$ cat config.mk
export PLATFORM = sky130hd
export DESIGN_NAME = png_chunk_splitter_crc_check_core
export DESIGN_NICKNAME = d
export VERILOG_FILES = /design/src/hw/rtl/pngcc_pkg.sv /design/src/hw/rtl/png_chunk_splitter_crc_check_core.sv /design/src/hw/rtl/pngcc_step.sv
export SDC_FILE = /design/constraint.sdc
export NUM_CORES = 1
export LEC_CHECK = 0
export BUFFER_PORTS_ARGS = -buffer_cell sky130_fd_sc_hd__buf_2
export CAP_MARGIN = 15
export CORE_MARGIN = 4
export CORE_UTILIZATION = 62
export DETAILED_ROUTE_END_ITERATION = 16
export GPL_TIMING_DRIVEN = 0
export PLACE_DENSITY = 0.91
export SYNTH_ARGS = -nofsm -noshare
export SYNTH_HDL_FRONTEND = slang
export SYNTH_SLANG_ARGS = --single-unit
$ cat constraint.sdc
create_clock -name i_clk -period 4.3 [get_ports i_clk]
set_input_delay 0.645 -clock i_clk [delete_from_list [all_inputs] [get_ports i_clk]]
set_output_delay 0.645 -clock i_clk [all_outputs]
set_load 0.005 [all_outputs]
$ cat src/hw/rtl/pngcc_pkg.sv
// ----------------------------------------------------------------------------
// pngcc_pkg
// Shared types, codes and constants for the PNG/MNG/JNG chunk checker.
// ----------------------------------------------------------------------------
package pngcc_pkg;

    typedef enum logic [2:0] {
        PH_SIG  = 3'd0,
        PH_LEN  = 3'd1,
        PH_TYPE = 3'd2,
        PH_DATA = 3'd3,
        PH_CRC  = 3'd4
    } t_phase;

    // section codes
    localparam logic [2:0] SEC_SIG     = 3'd0;
    localparam logic [2:0] SEC_LEN     = 3'd1;
    localparam logic [2:0] SEC_TYPE    = 3'd2;
    localparam logic [2:0] SEC_DATA    = 3'd3;
    localparam logic [2:0] SEC_CRC     = 3'd4;
    localparam logic [2:0] SEC_IGNORED = 3'd5;

    // status codes
    localparam logic [2:0] ST_OK        = 3'd0;
    localparam logic [2:0] ST_BAD_SIG   = 3'd1;
    localparam logic [2:0] ST_BAD_CRC   = 3'd2;
    localparam logic [2:0] ST_END_DATA  = 3'd3;
    localparam logic [2:0] ST_END_CLEAN = 3'd4;

    // file kind codes
    localparam logic [1:0] KIND_PNG  = 2'd0;
    localparam logic [1:0] KIND_MNG  = 2'd1;
    localparam logic [1:0] KIND_JNG  = 2'd2;
    localparam logic [1:0] KIND_NONE = 2'd3;

    // smallest legal file: signature, IHDR, one IDAT with 10 bytes, IEND
    localparam logic [6:0] MIN_FILE_BYTES = 7'(8 + 4+4+13+4 + 4+4+10+4 + 4+4+4);

    localparam logic [31:0] CRC_INIT = 32'hFFFF_FFFF;
    localparam logic [31:0] CRC_POLY = 32'hEDB8_8320;

    localparam logic [7:0] SIG_TABLE [3][8] = '{
        '{8'd137, 8'd80, 8'd78, 8'd71, 8'd13, 8'd10, 8'd26, 8'd10},
        '{8'd138, 8'd77, 8'd78, 8'd71, 8'd13, 8'd10, 8'd26, 8'd10},
        '{8'd139, 8'd74, 8'd78, 8'd71, 8'd13, 8'd10, 8'd26, 8'd10}
    };

    typedef struct packed {
        t_phase      phase;
        logic [2:0]  fbc;         // byte index within the current field
        logic [2:0]  sig_match;   // bit0 PNG, bit1 MNG, bit2 JNG
        logic [31:0] data_rem;
        logic [31:0] crc_run;
        logic [31:0] crc_rcv;
        logic [31:0] chunk_cnt;
        logic [6:0]  bytes_seen;  // saturates at MIN_FILE_BYTES
        logic        stopped;
    } t_parse_state;

    typedef struct packed {
        logic [7:0]  byte_out;
        logic [2:0]  section;
        logic [31:0] chunk_number;
        logic        chunk_done;
        logic [2:0]  status;
        logic [1:0]  file_kind;
    } t_result;

    localparam t_parse_state PARSE_RESET = '{
        phase:      PH_SIG,
        fbc:        3'd0,
        sig_match:  3'b111,
        data_rem:   32'd0,
        crc_run:    CRC_INIT,
        crc_rcv:    32'd0,
        chunk_cnt:  32'd0,
        bytes_seen: 7'd0,
        stopped:    1'b0
    };

    // reflected CRC-32, one byte
    function automatic logic [31:0] crc32_byte(input logic [31:0] c, input logic [7:0] b);
        logic [31:0] r;
        r = c ^ {24'd0, b};
        for (int i = 0; i < 8; i++) begin
            r = r[0] ? ((r >> 1) ^ CRC_POLY) : (r >> 1);
        end
        return r;
    endfunction

endpackage

$ cat src/hw/rtl/png_chunk_splitter_crc_check_core.sv
// ----------------------------------------------------------------------------
// png_chunk_splitter_crc_check_core
// Byte-stream chunk parser and CRC-32 checker for PNG, MNG and JNG files.
// ----------------------------------------------------------------------------
// Usage:
//   Input channel (i_valid / o_ready): one file byte per request, with
//   i_last_byte set on the final byte of a file.
//   Output channel (o_valid / i_ready): one result per input byte: the byte,
//   its section, chunk number, chunk-done flag, status and file kind.
//   Pipeline: the accepted byte is first held in the input register, then its
//   parse result is loaded into the result register, which raises o_valid.
//   Throughput: 1 byte per cycle while the receiver takes results, set by
//   the byte-wide CRC-32 update and field counters evaluated combinationally.
//   Reset (i_rst_n low, synchronous): both pipeline stages empty, parser
//   back to the signature phase. The parser also returns to that state
//   after each last byte, so files may follow back to back.
//   Receiver stall: the result register holds; the input register keeps
//   one more byte, then o_ready drops until the result is taken.
//   After a bad signature or bad CRC the rest of the file is reported as
//   ignored (section 5) until the last-byte mark.
// ----------------------------------------------------------------------------
module png_chunk_splitter_crc_check_core
    import pngcc_pkg::*;
(
    input  logic        i_clk,
    input  logic        i_rst_n,
    // input byte channel
    input  logic        i_valid,
    output logic        o_ready,
    input  logic [7:0]  i_data_byte,
    input  logic        i_last_byte,
    // result channel
    output logic        o_valid,
    input  logic        i_ready,
    output logic [7:0]  o_byte_out,
    output logic [2:0]  o_section,
    output logic [31:0] o_chunk_number,
    output logic        o_chunk_done,
    output logic [2:0]  o_status,
    output logic [1:0]  o_file_kind
);

    // input stage
    logic         r_in_vld;
    logic [7:0]   r_in_data;
    logic         r_in_last;

    // parser state and result stage
    t_parse_state r_st;
    t_parse_state n_st;
    logic         r_out_vld;
    t_result      r_out;
    t_result      n_out;

    // the held byte moves into the result register when that slot is free
    logic         w_adv;

    assign w_adv   = r_in_vld && (!r_out_vld || i_ready);
    assign o_ready = !r_in_vld || w_adv;

    pngcc_step u_step (
        .i_state     (r_st),
        .i_data_byte (r_in_data),
        .i_last_byte (r_in_last),
        .o_next      (n_st),
        .o_result    (n_out)
    );

    // control
    always_ff @(posedge i_clk) begin
        if (!i_rst_n) begin
            r_in_vld  <= 1'b0;
            r_out_vld <= 1'b0;
            r_st      <= PARSE_RESET;
        end else begin
            if (o_ready) begin
                r_in_vld <= i_valid;
            end
            if (w_adv) begin
                r_st      <= n_st;
                r_out_vld <= 1'b1;
            end else if (i_ready) begin
                r_out_vld <= 1'b0;
            end
        end
    end

    // payload
    always_ff @(posedge i_clk) begin
        if (o_ready && i_valid) begin
            r_in_data <= i_data_byte;
            r_in_last <= i_last_byte;
        end
        if (w_adv) begin
            r_out <= n_out;
        end
    end

    assign o_valid        = r_out_vld;
    assign o_byte_out     = r_out.byte_out;
    assign o_section      = r_out.section;
    assign o_chunk_number = r_out.chunk_number;
    assign o_chunk_done   = r_out.chunk_done;
    assign o_status       = r_out.status;
    assign o_file_kind    = r_out.file_kind;

`ifndef SYNTHESIS
    // a last byte always returns the parser to its reset state
    a_last_resets: assert property (@(posedge i_clk) disable iff (!i_rst_n)
        (w_adv && r_in_last) |=> (r_st == PARSE_RESET))
        else $error("parser state not cleared after last byte");

    // byte counter never passes its saturation point
    a_bytes_sat: assert property (@(posedge i_clk) disable iff (!i_rst_n)
        r_st.bytes_seen <= MIN_FILE_BYTES)
        else $error("byte counter overflow");

    // chunk completion only on a CRC byte
    a_done_in_crc: assert property (@(posedge i_clk) disable iff (!i_rst_n)
        (o_valid && o_chunk_done) |-> (o_section == SEC_CRC))
        else $error("chunk_done outside CRC field");

    // ignored bytes carry no error other than a short-file report
    a_ignored_status: assert property (@(posedge i_clk) disable iff (!i_rst_n)
        (o_valid && o_section == SEC_IGNORED) |->
            (o_status == ST_OK || o_status == ST_BAD_SIG))
        else $error("bad status on ignored byte");
`endif

endmodule

$ cat src/hw/rtl/pngcc_step.sv
// ----------------------------------------------------------------------------
// pngcc_step
// Per-byte parser update: next state and the result for one file byte.
// ----------------------------------------------------------------------------
module pngcc_step
    import pngcc_pkg::*;
(
    input  t_parse_state i_state,
    input  logic [7:0]   i_data_byte,
    input  logic         i_last_byte,
    output t_parse_state o_next,
    output t_result      o_result
);

    t_parse_state nx;
    logic [2:0]   sec;
    logic [31:0]  num;
    logic         done;
    logic [2:0]   status;
    logic [1:0]   kind;
    logic [31:0]  cnt_inc;
    logic [31:0]  len_base;
    logic [31:0]  rcv_next;
    logic         short_file;

    assign cnt_inc    = i_state.chunk_cnt + 32'd1;
    assign len_base   = (i_state.fbc == 3'd0) ? 32'd0 : i_state.data_rem;
    assign rcv_next   = {i_state.crc_rcv[23:0], i_data_byte};
    assign short_file = i_last_byte && (i_state.bytes_seen < (MIN_FILE_BYTES - 7'd1));

    always_comb begin
        nx     = i_state;
        sec    = SEC_IGNORED;
        num    = i_state.chunk_cnt;
        done   = 1'b0;
        status = ST_OK;

        if (i_state.bytes_seen < MIN_FILE_BYTES) begin
            nx.bytes_seen = i_state.bytes_seen + 7'd1;
        end

        if (!i_state.stopped) begin
            unique case (i_state.phase)
                PH_SIG: begin
                    sec = SEC_SIG;
                    num = 32'd0;
                    for (int k = 0; k < 3; k++) begin
                        if (SIG_TABLE[k][i_state.fbc] != i_data_byte) begin
                            nx.sig_match[k] = 1'b0;
                        end
                    end
                    nx.fbc = i_state.fbc + 3'd1;
                    if (nx.fbc == 3'd0) begin
                        if (nx.sig_match == 3'b000) begin
                            status     = ST_BAD_SIG;
                            nx.stopped = 1'b1;
                        end else begin
                            nx.phase = PH_LEN;
                        end
                    end
                end
                PH_LEN: begin
                    sec = SEC_LEN;
                    if (i_state.fbc == 3'd0) begin
                        nx.chunk_cnt = cnt_inc;
                    end
                    num         = nx.chunk_cnt;
                    nx.data_rem = {len_base[23:0], i_data_byte};
                    if (i_state.fbc >= 3'd3) begin
                        nx.fbc     = 3'd0;
                        nx.crc_run = CRC_INIT;
                        nx.phase   = PH_TYPE;
                    end else begin
                        nx.fbc = i_state.fbc + 3'd1;
                    end
                end
                PH_TYPE: begin
                    sec        = SEC_TYPE;
                    nx.crc_run = crc32_byte(i_state.crc_run, i_data_byte);
                    if (i_state.fbc >= 3'd3) begin
                        nx.fbc   = 3'd0;
                        nx.phase = (i_state.data_rem != 32'd0) ? PH_DATA : PH_CRC;
                    end else begin
                        nx.fbc = i_state.fbc + 3'd1;
                    end
                end
                PH_DATA: begin
                    sec         = SEC_DATA;
                    nx.crc_run  = crc32_byte(i_state.crc_run, i_data_byte);
                    nx.data_rem = i_state.data_rem - 32'd1;
                    if (i_state.data_rem == 32'd1) begin
                        nx.phase = PH_CRC;
                    end
                end
                PH_CRC: begin
                    sec        = SEC_CRC;
                    nx.crc_rcv = rcv_next;
                    if (i_state.fbc >= 3'd3) begin
                        nx.fbc = 3'd0;
                        done   = 1'b1;
                        if (~i_state.crc_run != rcv_next) begin
                            status     = ST_BAD_CRC;
                            nx.stopped = 1'b1;
                        end else begin
                            nx.phase = PH_LEN;
                        end
                    end else begin
                        nx.fbc = i_state.fbc + 3'd1;
                    end
                end
                default: begin
                    sec        = SEC_IGNORED;
                    nx.stopped = 1'b1;
                end
            endcase
        end

        if (nx.phase == PH_SIG) begin
            kind = KIND_NONE;
        end else begin
            priority if (nx.sig_match[0]) kind = KIND_PNG;
            else if (nx.sig_match[1])     kind = KIND_MNG;
            else if (nx.sig_match[2])     kind = KIND_JNG;
            else                          kind = KIND_NONE;
        end

        if (i_last_byte) begin
            if (short_file) begin
                status = ST_BAD_SIG;
            end else if (!i_state.stopped && status == ST_OK) begin
                status = (nx.phase == PH_DATA) ? ST_END_DATA : ST_END_CLEAN;
            end
        end
    end

    assign o_next = i_last_byte ? PARSE_RESET : nx;

    assign o_result = '{
        byte_out:     i_data_byte,
        section:      sec,
        chunk_number: num,
        chunk_done:   done,
        status:       status,
        file_kind:    kind
    };

endmodule
=== Yosys cells after proc, flatten, opt, wreduce, memory -nomap -nowiden ===
Memories as Yosys holds them, arrays and structs flattened.
Cells that the tools add are included.

* Register bits: 197
* Memory bits (read-only): 192
* Input bits: 13
* Word-level logic and storage cells: 157
* Memories: 3

* $add $sub $neg: 4
* Order comparisons: 4
* Equal/unequal tests: 12
* Multiplexer cells: 70
* Bitwise operators: 12
* Reductions and logical operators: 33

{| class="wikitable"
|+ Memories
! name !! depth !! bits a word !! read ports !! clocked after Yosys merged registers in !! wr ports !! line !! source
|-
| (no name shown) || 8 || 8 || 1 || 0 || 0 || pngcc_step.sv:48 || <nowiki>if (SIG_TABLE[k][i_state.fbc] != i_data_byte) begin</nowiki>
|-
| (no name shown) || 8 || 8 || 1 || 0 || 0 || pngcc_step.sv:48 ||
|-
| (no name shown) || 8 || 8 || 1 || 0 || 0 || pngcc_step.sv:48 ||
|}

{| class="wikitable"
|+ Operators with widths
! operator !! number
|-
| two-way mux 32 bit || 13
|-
| case mux 32 bit (2 select lines) || 3
|-
| two-way mux 145 bit || 1
|-
| two-way mux 137 bit || 1
|-
| NOT 13 -> 14 bit || 8
|-
| two-way mux 3 bit || 17
|-
| two-way mux 8 bit || 6
|-
| adder 32 x 1 -> 32 bit (second input constant) || 1
|-
| equality test 32 x 1 -> 1 bit (second input constant) || 1
|-
| != test 32 bit || 1
|-
| NOT 32 bit || 1
|-
| nonzero test 32 bit || 1
|-
| subtractor 32 x 1 -> 32 bit (second input constant) || 1
|-
| bitwise XOR 32 x 8 -> 32 bit || 1
|-
| case mux 3 bit (5 select lines) || 2
|-
| two-way mux 24 bit || 1
|-
| != test 8 bit || 3
|-
| two-way mux 1 bit || 19
|-
| logical NOT 3 bit || 6
|-
| < comparator 7 bit (second input constant) || 2
|-
| case mux 3 bit (2 select lines) || 2
|-
| AND reduction 3 bit || 4
|-
| equality test 3 x 2 -> 1 bit (second input constant) || 3
|-
| nonzero test 3 bit || 3
|-
| 21 further kinds || 34
|}

=== Depth between registers and ports, before layout ===
Gate-level depths: netlist (run 1).

* Depth after elaboration: 24
* Mapped depth: 13
* Depth with buffers taken out: 9

=== Cells and area by module ===
Synthesis (run 1) repeated with hierarchy kept, for this count alone.

* Cell total of the unflattened synthesis: 1,764
* Area total of the unflattened synthesis: 13,835.8 µm²

{| class="wikitable"
|+ By module, submodules not included
! module !! times used !! cells an instance !! area an instance (µm²)
|-
| png_chunk_splitter_crc_check_core || 1 || 704 || 7,688.6
|-
| pngcc_step || 1 || 1,060 || 6,147.1
|}

=== Worst setup path before layout (run 1) ===
Ideal clock, no wire load.

* Path type: in2reg
* Start point: in i_ready
* End point: reg r_st[100] in the netlist's numbering
* Data arrival time: 3.765 ns
* Required time: 4.163 ns
* Path slack: 0.397 ns
* Cell stages on the path: 9
* Buffers on the path: 3
* Cell sequence: nor2b_1 > nand2b_1 > buf_2 > inv_2 > clkbuf_1 > o21ai_1 > clkbuf_1 > nor3_1 > o21ai_0

* Longest elaborated chain between the ends: 3

{| class="wikitable"
|+ RTL lines
! item !! line !! source
|-
| start, declared || png_chunk_splitter_crc_check_core.sv:34 || <nowiki>input logic i_ready,</nowiki>
|-
| logical OR 1 bit || png_chunk_splitter_crc_check_core.sv:58 || <nowiki>assign w_adv = r_in_vld && (!r_out_vld || i_ready);</nowiki>
|-
| logical AND 1 bit || png_chunk_splitter_crc_check_core.sv:58 ||
|-
| via w_adv || png_chunk_splitter_crc_check_core.sv:56 || <nowiki>logic w_adv;</nowiki>
|-
| AND reduction 4 bit (no line) || - ||
|-
| end signal, assigned || png_chunk_splitter_crc_check_core.sv:80 || <nowiki>r_st <= n_st;</nowiki>
|-
| end, declared || png_chunk_splitter_crc_check_core.sv:49 || <nowiki>t_parse_state r_st;</nowiki>
|}

The timed path passes the listed nets, and every way through them passes these cells.
A chain may end at the register's enable or synchronous reset.

=== Worst setup path in the final report (run 1) ===
* Start point: reg r_st[141] in the netlist's numbering
* End point: reg r_st[88] in the netlist's numbering

* Longest elaborated chain between the ends: 3

{| class="wikitable"
|+ RTL lines
! item !! line !! source
|-
| greater-or-equal comparator 3 x 2 -> 1 bit || pngcc_step.sv:69 || <nowiki>if (i_state.fbc >= 3'd3) begin</nowiki>
|-
| != test 3 x 2 -> 1 bit (no line) || - ||
|-
| AND reduction 4 bit (no line) || - ||
|}

Every way passes these cells.

==> out/qor.yml, run 1 <==
synth:
  synthMuxAreaShare: 0.003631
  synth-xor-area-share: 0.09872
  syn_avg_cell_area_um2: 8.568
  synth-main-ff-cell: "dfxtp_1"
  synth_top_family_by_area: "simple AND/OR/NAND/NOR gates"
  synth_nets: 1316
  synth_edf_count: 58
  yosysWarnings: 0
  synth-compound-area-share: 0.2056
  ys_types: 74
  ys_ff_latch: 197
  synthSimpleGateAreaFrac: 0.2216
  synthAdderAreaFrac: 0.01815
  syn_inst: 1287
  synthArstFlopShare: 0
  syn_area_um2: 11030
  synth-seq-area-share: 0.4103
setup_path:
  regToRegStartpoint: "r_st[141]"
  endpoint_kind: "flop"
  startpoint: "r_st[141]"
  cp.depth: 13
  crit_chain: "buf_2, buf_2, inv_1, ha_1, a211o_1, clkbuf_1, a21oi_1, nor2_1, o21ai_1, clkbuf_1, a21oi_1, a21oi_1, nand2_1"
  cp-start-kind: "flop"
  r2r_slack_ns: 1.00
  path_common_cell: "a21oi_1"
  cp_max_fo: 10
  critPathKind: "flop to flop"
  worstPathArrival_ns: 3.61
  r2r_cells: 13
  reg2reg_to: "r_st[88]"
  crit_slowest_cell: "o21ai_1"
  crit_path_end: "r_st[88]"
  worst-path-buf-inv: 5
  crit_path_max_incr_delay_ns: 0.50
  worstPathRequired_ns: 4.61
  crit_family: "buffers and inverters"
place:
  gp_congestion: 0.9759
  pre_cts_ws_ns: 0.8765
  port_buffers: 63
  place_hpwl_mm: 21.50
pwr:
  total_power_mw: 3.960
  ir_drop_mv: 0.3018
  p_per_area_nw_per_um2: 323.6
  p_leak_nw: 4.309
sta:
  finalCritPeriodShare: 0.7673
  finalClockSkew_ns: 0.007772
  drv_slew: 0
  max_slew_margin: 0.3555
  min_period_ns: 3.299
  tightest_slew_ns: 0.9599
  finalSetupViolCount: 0
  setup_ws_ns: 1.001
  max_freq_mhz: 303.1
  hold_viol: 0
  rsz0062_at_grt: "false"
cells_and_area:
  final_layout_size_suffix_gt1_frac: 0.09834
  n_antenna_cell: 0
  final_cell_mix: "155 x nand2_1, 139 x dfxtp_1, 90 x xnor2_1"
  fill_cells: 1322
  final_nets: 1399
  areaGrowthSynthToFinish_pct: 10.97
  final_common_cell: "nand2_1"
global_route:
  grt_antenna_before_repair: 0
  grt_pass1_vias: 9476
  grt_max_degree: 33
  grt_pass1_wl_mm: 48.33
  grt_overflow: 0
  track_usage: 0.3006
route:
  drtIter0Drc: 1446
  viasPerCell: 6.417
  firstDrtPassIters: 6
  avgRoutedWirePerCell_um: 19.02
  routed-via-count: 10320
  drc: 0
  antenna_left: 0
  drt-total-wl_mm: 30.59
floorplan:
  core_area_um2: 17360
  rows: 48
  die-width_um: 141.4
  start_util: 0.6353
  fp.dieArea_um2: 19980
  die_h_um: 141.4
  io_pins: 64
clock_tree:
  cts_sinks: 197
  cts_tree: "built"
  clk_latency_ns: 0.44
  clockBufferDepth: 2
  ctsResizeCount: 0
  htreeDepth: 4
  cts_setup_buffers: 0
  numCtsBuffers: 17
  cts_hold_buf: 0
  clockRootBuffer: "clkbuf_16"
  clk_pin_slew_ns: 0.07
job:
  cap_violations: 0
run_status:
  outcome: "completed"
worst_hold_path:
  hold_path.class: "input pin to flop"
==> how the worst min path moves through the flow <==
stage              startpoint             to  cells past startpoint
2_1_floorplan    r_in_data[0]  o_byte_out[0]                      0
3_3_place_gp     r_in_data[7]  o_byte_out[7]                      0
3_5_place_dp     r_in_data[2]  o_byte_out[2]                      0
4_1_cts        i_data_byte[4]   r_in_data[4]                      1
5_1_grt        i_data_byte[1]   r_in_data[1]                      1
6_report       i_data_byte[3]   r_in_data[3]                      1
==> metal layers <==
metal | vias to the layer above | GRT usage | part of all wire
met4 | 0 | 0.1081 | 0.029
met2 | 665 | 0.4740 | 0.46
met3 | 99 | 0.06471 | 0.11
li1 | 4768 | - | -
met1 | 4786 | 0.4102 | 0.41
met5 | - | 0 | 0
==> where the power goes <==
part	total, mW	internal, mW	switching (mW)
clock network	1.64	0.885	0.754
registers	1.96	1.94	0.0188
logic	0.362	0.140	0.221
==> synth_stat cells, drive strengths merged (5+ instances only) <==
cell / count / area, um2
clkbuf: 69 / 259.0
a21oi: 64 / 320.3
xor2: 27 / 251.5
nor2b: 44 / 275.3
nand4: 17 / 112.6
ha: 16 / 200.2
dfxtp: 139 / 2783
buf: 22 / 110.1
o22ai: 21 / 137.6
nor2: 72 / 272.8
or3: 14 / 92.59
xnor2: 93 / 837.1
edfxtp: 58 / 1742
nand2b: 8 / 50.05
a21boi: 41 / 307.8
o21ai: 94 / 470.5
a21o: 20 / 150.1
or4: 5 / 41.29
a22oi: 19 / 142.6
o21a: 20 / 150.1
and3: 6 / 37.54
a31oi: 11 / 68.82
nand3: 56 / 280.3
nand2: 156 / 588.1
o31ai: 26 / 195.2
inv: 25 / 93.84
nor4: 16 / 151.4
nor3: 55 / 290.3
and2: 14 / 87.58
==> state kept, by name (all words and copies together) (netlist names) <==
name            cells
r_in_data           8
o_valid             1
o_section           3
r_in_last           1
r_in_vld            1
r_st              137
o_file_kind         2
o_status            3
o_chunk_number     32
o_byte_out          8
o_chunk_done        1
==> logic make-up (layout without fill, tap and decap cells) <==
| group | count (synthesis) | count (layout) |
|---|---|---|
| simple gates | 483 | 483 |
| compound gates | 351 | 351 |
| flops | 197 | 197 |
| xor+xnor | 120 | 120 |
| buf+inv | 116 | 212 |
| fa+ha+maj | 16 | 16 |
| mux | 4 | 4 |
==> stage by stage <==
step / cell area (um2) / hold WS [ns] / instances / TNS (ns) / utilization
floorplan: 11030 / 0.4206 / 1287 / 0 / -
CTS: 12240 / 0.3663 / 1608 / 0 / 0.7050
finish: 12240 / 0.3707 / 1608 / 0 / 0.7050
detailed placement: 11640 / 0.4290 / 1576 / 0 / 0.6709
global placement: 11620 / 0.4215 / 1575 / -23.53 / 0.6697
global route: 12240 / 0.3622 / 1608 / 0 / 0.7050
==> layout make-up <==
class | count | area, um2 | area share
buffer | 91 | 370.4 | 0.03027
clock buffer | 20 | 446.7 | 0.03650
clock inverter | 12 | 145.1 | 0.01186
inverter | 25 | 93.84 | 0.007669
multi-input combinational | 974 | 6040 | 0.4936
sequential | 197 | 4524 | 0.3697
tap | 225 | 281.5 | 0.02301
timing repair buffer | 64 | 335.3 | 0.02740
==> worst reg2reg max path: stages (launching register included) <==
cell and delay [ns]:
dfxtp_1 0.32, buf_2 0.25, buf_2 0.28, inv_1 0.12
ha_1 0.21, a211o_1 0.22, clkbuf_1 0.22, a21oi_1 0.19
nor2_1 0.07, o21ai_1 0.50, clkbuf_1 0.46, a21oi_1 0.09
a21oi_1 0.16, nand2_1 0.07
(Power assumes the default switching activity.)
==> inputs of run 2 (changes only) <==
--- a/config.mk
+++ b/config.mk
@@ -5,6 +5,7 @@
 export SDC_FILE = /design/constraint.sdc
 export NUM_CORES = 1
 export LEC_CHECK = 0
+export ABC_AREA = 1
 export BUFFER_PORTS_ARGS = -buffer_cell sky130_fd_sc_hd__buf_2
 export CAP_MARGIN = 15
 export CORE_MARGIN = 4
==> constraint.sdc (replaced) <==
create_clock -name i_clk -period 3.07 [get_ports i_clk]
set_input_delay 0.4605 -clock i_clk [delete_from_list [all_inputs] [get_ports i_clk]]
set_output_delay 0.4605 -clock i_clk [all_outputs]
set_load 0.005 [all_outputs]
==> run 2 against run 1 <==
Net effect: clock skew grew 0.0036 ns; final cell count up 21%; final area increased by 5.1%; power is 53% higher; via count increased by 12%; hold slack lost 0.19 ns; synthesized area increased by 4.8%; sequential cell count unchanged; critical path type unchanged.
==> out/qor.yml, run 2 <==
cells_and_area:
  final_common_cell: "nand2_1"
  final_cell_mix: "399 x nand2_1, 166 x inv_1, 150 x nor2_1"
  final_nets: 1731
  largest_reg_flops: 137
  regArea_um2: 4524
  multi_input_area_um2: 6048
  final_layout_size_suffix_gt1_frac: 0.09796
  final_cell_count_no_fill: 1944
  areaGrowthSynthToFinish_pct: 11.26
  fill_cells: 1490
  top_register: "r_st"
  n_antenna_cell: 0
route:
  drtIter0Drc: 1527
  antenna_left: 0
  viasPerCell: 5.966
  drt-total-wl_mm: 33.33
  firstDrtPassIters: 7
  drc: 0
  routed-via-count: 11600
  avgRoutedWirePerCell_um: 17.15
setup_path:
  cp-start-kind: "flop"
  worstPathRequired_ns: 3.36
  r2r_slack_ns: 0.19
  critPathKind: "flop to flop"
  r2r_cells: 19
  crit_slowest_cell: "edfxtp_1"
  reg2reg_to: "o_status[1]"
  crit_chain: "inv_2, nand2_1, nand2_1, buf_4, ha_1, nand2_1, nor2_1, nand2_1, nor2_1, nand2_1, nor2_2, nand3_1, nand2_1, nand2_1, nand2_1, nand2_1, inv_1, nand3_1, a21oi_1"
  path_common_cell: "nand2_1"
  regToRegStartpoint: "r_in_data[2]"
  endpoint_kind: "flop"
  cp_max_fo: 10
  crit_path_max_incr_delay_ns: 0.52
  worstPathArrival_ns: 3.17
floorplan:
  rows: 49
  core_area_um2: 18150
  die_h_um: 144.5
  fp.dieArea_um2: 20880
  die-width_um: 144.5
  start_util: 0.6367
  io_pins: 64
synth:
  synth_area_leaders: "dfxtp_1 24%, edfxtp_1 15%, nand2_1 13%, xor2_1 5.8%, a21oi_1 5.7%"
  yosysMostFrequentCell: "nand2_1"
  synth_edf_count: 58
  synth_nets: 1642
  syn_avg_cell_area_um2: 7.164
  synth_area_leader_cell: "dfxtp_1"
  synthArstFlopShare: 0
  ys_types: 49
  syn_inst: 1613
  synth_common_cells: "399 x nand2_1, 168 x inv_1, 150 x nor2_1, 139 x dfxtp_1, 132 x a21oi_1"
  synth_top_area_frac: 0.2408
  ys_ff_latch: 197
  syn_area_um2: 11550
  synth-main-ff-cell: "dfxtp_1"
  yosysWarnings: 0
  synth-seq-area-share: 0.3916
pwr:
  ir_drop_mv: 0.3872
  total_power_mw: 6.063
  p_leak_nw: 5.423
  p_per_area_nw_per_um2: 471.6
worst_hold_path:
  hold_end: "r_in_data[2]"
  hold_path.class: "input pin to flop"
  min-delay-start: "i_data_byte[2]"
  holdPathStages: 1
place:
  dp_cells: 1905
  port_buffers: 62
  gp_congestion: 1.005
  place_hpwl_mm: 24.01
global_route:
  grt_pass1_wl_mm: 53.20
  grt_max_degree: 40
  grt_overflow: 0
  track_usage: 0.3190
  grt_pass1_vias: 10750
  grt_antenna_before_repair: 0
clock_tree:
  cts_tree: "built"
  htreeDepth: 4
  cts_sinks: 197
  clockRootBuffer: "clkbuf_16"
  numCtsBuffers: 17
  clockBufferDepth: 2
  clk_pin_slew_ns: 0.07
  clk_latency_ns: 0.45
sta:
  finalCritPeriodShare: 0.9380
  min_period_ns: 2.880
  drv_slew: 0
  hold_viol: 0
  max_slew_margin: 0.4829
  finalClockSkew_ns: 0.01134
  max_freq_mhz: 347.3
  tightest_slew_ns: 0.7757
  fin_tns_setup_ns: 0
  finalSetupViolCount: 0
job:
  cap_violations: 0
run_status:
  outcome: "completed"
## run 2: worst max-delay path by stage
stage | slack [ns] | from | depth (start not counted) | end
6_report | 0.19 | r_in_data[2] | 19 | o_status[1]
5_1_grt | -0.003 | r_in_data[4] | 17 | o_status[1]
4_1_cts | 0.12 | r_in_data[2] | 19 | o_status[1]
3_5_place_dp | 0.23 | r_in_data[2] | 20 | o_file_kind[1]
3_3_place_gp | -0.76 | i_ready | 12 | r_st[62]
2_1_floorplan | 0.21 | i_ready | 10 | r_st[6]
## run 2: what timing repair did
action                     4_1_cts  5_1_grt
setup endpoints to repair        0        5
hold buffers                     0        0
gates resized for setup          0        4
buffers inserted                 0        7
## run 2: per-stage QoR
step,cell area (um2),setup WS (ns),utilization,hold WS [ns]
after floorplan,11550,0.2090,-,0.4206
after global placement,12150,-0.7569,0.6696,0.4231
after detailed placement,12170,0.2313,0.6707,0.4428
after CTS,12800,0.1206,0.7053,0.1870
after global routing,12860,-0.003287,0.7084,0.1753
final,12860,0.1903,0.7084,0.1856
## run 2: power breakdown
group / internal (mW) / switching, mW
registers: 2.75 / 0.0565
clock network: 1.30 / 1.09
logic: 0.289 / 0.577
total: 4.34 / 1.72
## run 2: cell type report
cell class,instances,share of cell area
clock inverters,12,0.01236
inverters,182,0.05353
multi-input cells,1170,0.4705
well taps,229,0.02229
clock buffers,20,0.03640
flip-flops and latches,197,0.3519
repair buffers,70,0.02978
plain buffers,64,0.02326
## run 2: worst max-delay path, delay by kind of cell (launching register included)
family                   cells  cell delay [ns]
AND/OR/NAND/NOR             14             1.37
flip-flops                   1             0.52
buffers and inverters        3             0.48
adder cells (fa/ha/maj)      1             0.17
AO/OA/AOI/OAI                1             0.17
## run 2: cells by family after synthesis
| logic type | after synthesis | share of synthesized area |
|---|---|---|
| AO/OA/AOI/OAI | 327 | 0.1587 |
| adder cells (fa/ha/maj) | 16 | 0.01733 |
| flip-flops | 197 | 0.3916 |
| buffers and inverters | 246 | 0.08500 |
| AND/OR/NAND/NOR | 728 | 0.2655 |
| XOR/XNOR | 99 | 0.08186 |
## run 2: layer usage
metal,part of all wire,GRT usage,routed length (um),vias to the layer above
li1,-,-,-,5481
met1,0.40,0.4183,13390,5319
met2,0.46,0.5182,15220,677
met3,0.11,0.07209,3646,120
met4,0.032,0.1168,1069,0
met5,0,0,0,-
==> inputs of run 3 (changes only) <==
--- a/config.mk
+++ b/config.mk
@@ -10,9 +10,11 @@
 export CAP_MARGIN = 15
 export CORE_MARGIN = 4
 export CORE_UTILIZATION = 62
+export CTS_BUF_LIST = sky130_fd_sc_hd__clkbuf_4
 export DETAILED_ROUTE_END_ITERATION = 16
 export GPL_TIMING_DRIVEN = 0
 export PLACE_DENSITY = 0.91
+export RECOVER_POWER = 25
 export SYNTH_ARGS = -nofsm -noshare
 export SYNTH_HDL_FRONTEND = slang
 export SYNTH_SLANG_ARGS = --single-unit
==> run 3 against run 2 <==
Net effect: final area is 2.2% lower; fmax up 0.53%; global-route usage decreased by 0.81 points; clock-buffer cell count fell by 2; critical path type unchanged; largest cell class unchanged; largest power group unchanged.
==> out/qor.yml, run 3 (synthesis results as in run 2) <==
route:
  firstDrtPassIters: 6
  antenna_left: 0
  viasPerCell: 5.917
  avgRoutedWirePerCell_um: 16.74
  drt-total-wl_mm: 32.67
  drtIter0Drc: 1471
  drc: 0
  routed-via-count: 11550
setup_path:
  crit_path_max_incr_delay_ns: 0.54
  startpoint: "r_in_data[2]"
  critPathKind: "flop to flop"
  path_common_cell: "nand2_1"
  r2r_cells: 20
  regToRegStartpoint: "r_in_data[2]"
  cp-start-kind: "flop"
  cp_max_fo: 10
  worstPathArrival_ns: 3.28
  worstPathRequired_ns: 3.49
  r2r_slack_ns: 0.21
  endpoint_kind: "flop"
  crit_chain: "inv_1, nand2_1, nand2_1, clkbuf_4, ha_1, nand2_1, nor2_1, nand2_1, nor2_1, nand2_1, nor2_2, nand3_1, nand2_1, nor2_1, nand2_1, nand2_1, nand2_1, nor2_1, nand2_1, nand2_1"
  crit_slowest_cell: "edfxtp_1"
  reg2reg_to: "o_file_kind[1]"
global_route:
  grt_antenna_before_repair: 1
  grt_max_degree: 40
  grt_pass1_vias: 10440
  grt_overflow: 0
  grt_pass1_wl_mm: 51.65
  track_usage: 0.3109
pwr:
  p_per_area_nw_per_um2: 417.0
  total_power_mw: 5.244
  ir_drop_mv: 0.2681
  p_leak_nw: 5.246
sta:
  min_period_ns: 2.865
  rsz0062_at_grt: "false"
  max_slew_margin: 0.3813
  finalClockSkew_ns: 0.02354
  setup_ws_ns: 0.2055
  drv_slew: 0
  hold_viol: 0
  tightest_slew_ns: 0.9280
  finalCritPeriodShare: 0.9331
  max_freq_mhz: 349.1
  finalSetupViolCount: 0
worst_hold_path:
  min-delay-start: "i_data_byte[4]"
  hold_end: "r_in_data[4]"
  hold_path.class: "input pin to flop"
  holdPathStages: 1
job:
  cap_violations: 0
cells_and_area:
  top_register: "r_st"
  largest_reg_flops: 137
  fill_cells: 1568
  multi_input_area_um2: 6048
  final_layout_size_suffix_gt1_frac: 0.08135
  final_cell_mix: "399 x nand2_1, 168 x inv_1, 150 x nor2_1"
  regArea_um2: 4524
  final_core_util: 0.6930
  areaGrowthSynthToFinish_pct: 8.836
  final_cell_count_no_fill: 1952
  final_nets: 1737
  finalInstanceArea_um2: 12580
  final_common_cell: "nand2_1"
floorplan:
  die_h_um: 144.5
  die-width_um: 144.5
  start_util: 0.6367
  rows: 49
  fp.dieArea_um2: 20880
  io_pins: 64
  core_area_um2: 18150
run_status:
  outcome: "completed"
clock_tree:
  cts_tree: "built"
  clk_pin_slew_ns: 0.17
  clockBufferDepth: 2
  htreeDepth: 4
  clockRootBuffer: "clkbuf_4"
  numCtsBuffers: 17
  clk_latency_ns: 0.63
  cts_sinks: 197
place:
  place_hpwl_mm: 24.01
  placed_area_um2: 12170
  port_buffers: 62
  pre_cts_ws_ns: 0.2313
  dp_cells: 1905
  gp_congestion: 1.005
[run 3: metrics by stage]
stage / TNS, ns / hold WS [ns]
floorplan: 0 / 0.4206
global placement: -34.92 / 0.4231
detailed placement: 0 / 0.4428
CTS: 0 / 0.007317
global route: 0 / 0.002999
finish: 0 / 0.02311
[run 3: area by class of cell]
cell class,count,share of cell area
clock buffers,18,0.01075
flip-flops and latches,197,0.3598
well taps,229,0.02278
repair buffers,76,0.03184
diodes,2,0.0003980
inverters,182,0.05472
clock inverters,14,0.01532
plain buffers,64,0.02348
multi-input cells,1170,0.4809
[run 3: where the power goes]
| part | leakage [nW] | internal, mW | switching (mW) |
|---|---|---|---|
| sequential | 1.66 | 2.75 | 0.0573 |
| combinational | 3.42 | 0.287 | 0.573 |
| clock | 0.172 | 0.602 | 0.975 |
| total | 5.25 | 3.64 | 1.61 |
[run 3: how the worst max path moves through the flow]
stage | end | slack [ns]
finish | o_file_kind[1] | 0.21
global route | o_file_kind[0] | 0.06
CTS | o_file_kind[1] | 0.21
detailed placement | o_file_kind[1] | 0.23
global placement | r_st[62] | -0.76
floorplan | r_st[6] | 0.21
[run 3: worst max-delay path, delay by kind of cell (launching register included)]
family	cells	cell delay, ns
buf+inv	2	0.46
flops	1	0.54
fa+ha+maj	1	0.17
simple gates	17	1.48
[run 3: repair_timing]
action	in CTS	in global routing
endpoints found under the hold margin	5	2
buffers inserted	0	6
setup endpoints to repair	0	2
resized for setup	0	1
hold buffers	5	2
[run 3: routing by layer]
metal	vias to the layer above	track usage	wire [um]
li1	5498	-	-
met1	5334	0.4159	13550
met2	616	0.5026	14910
met3	102	0.06283	3246
met4	0	0.1105	968
met5	-	0	0
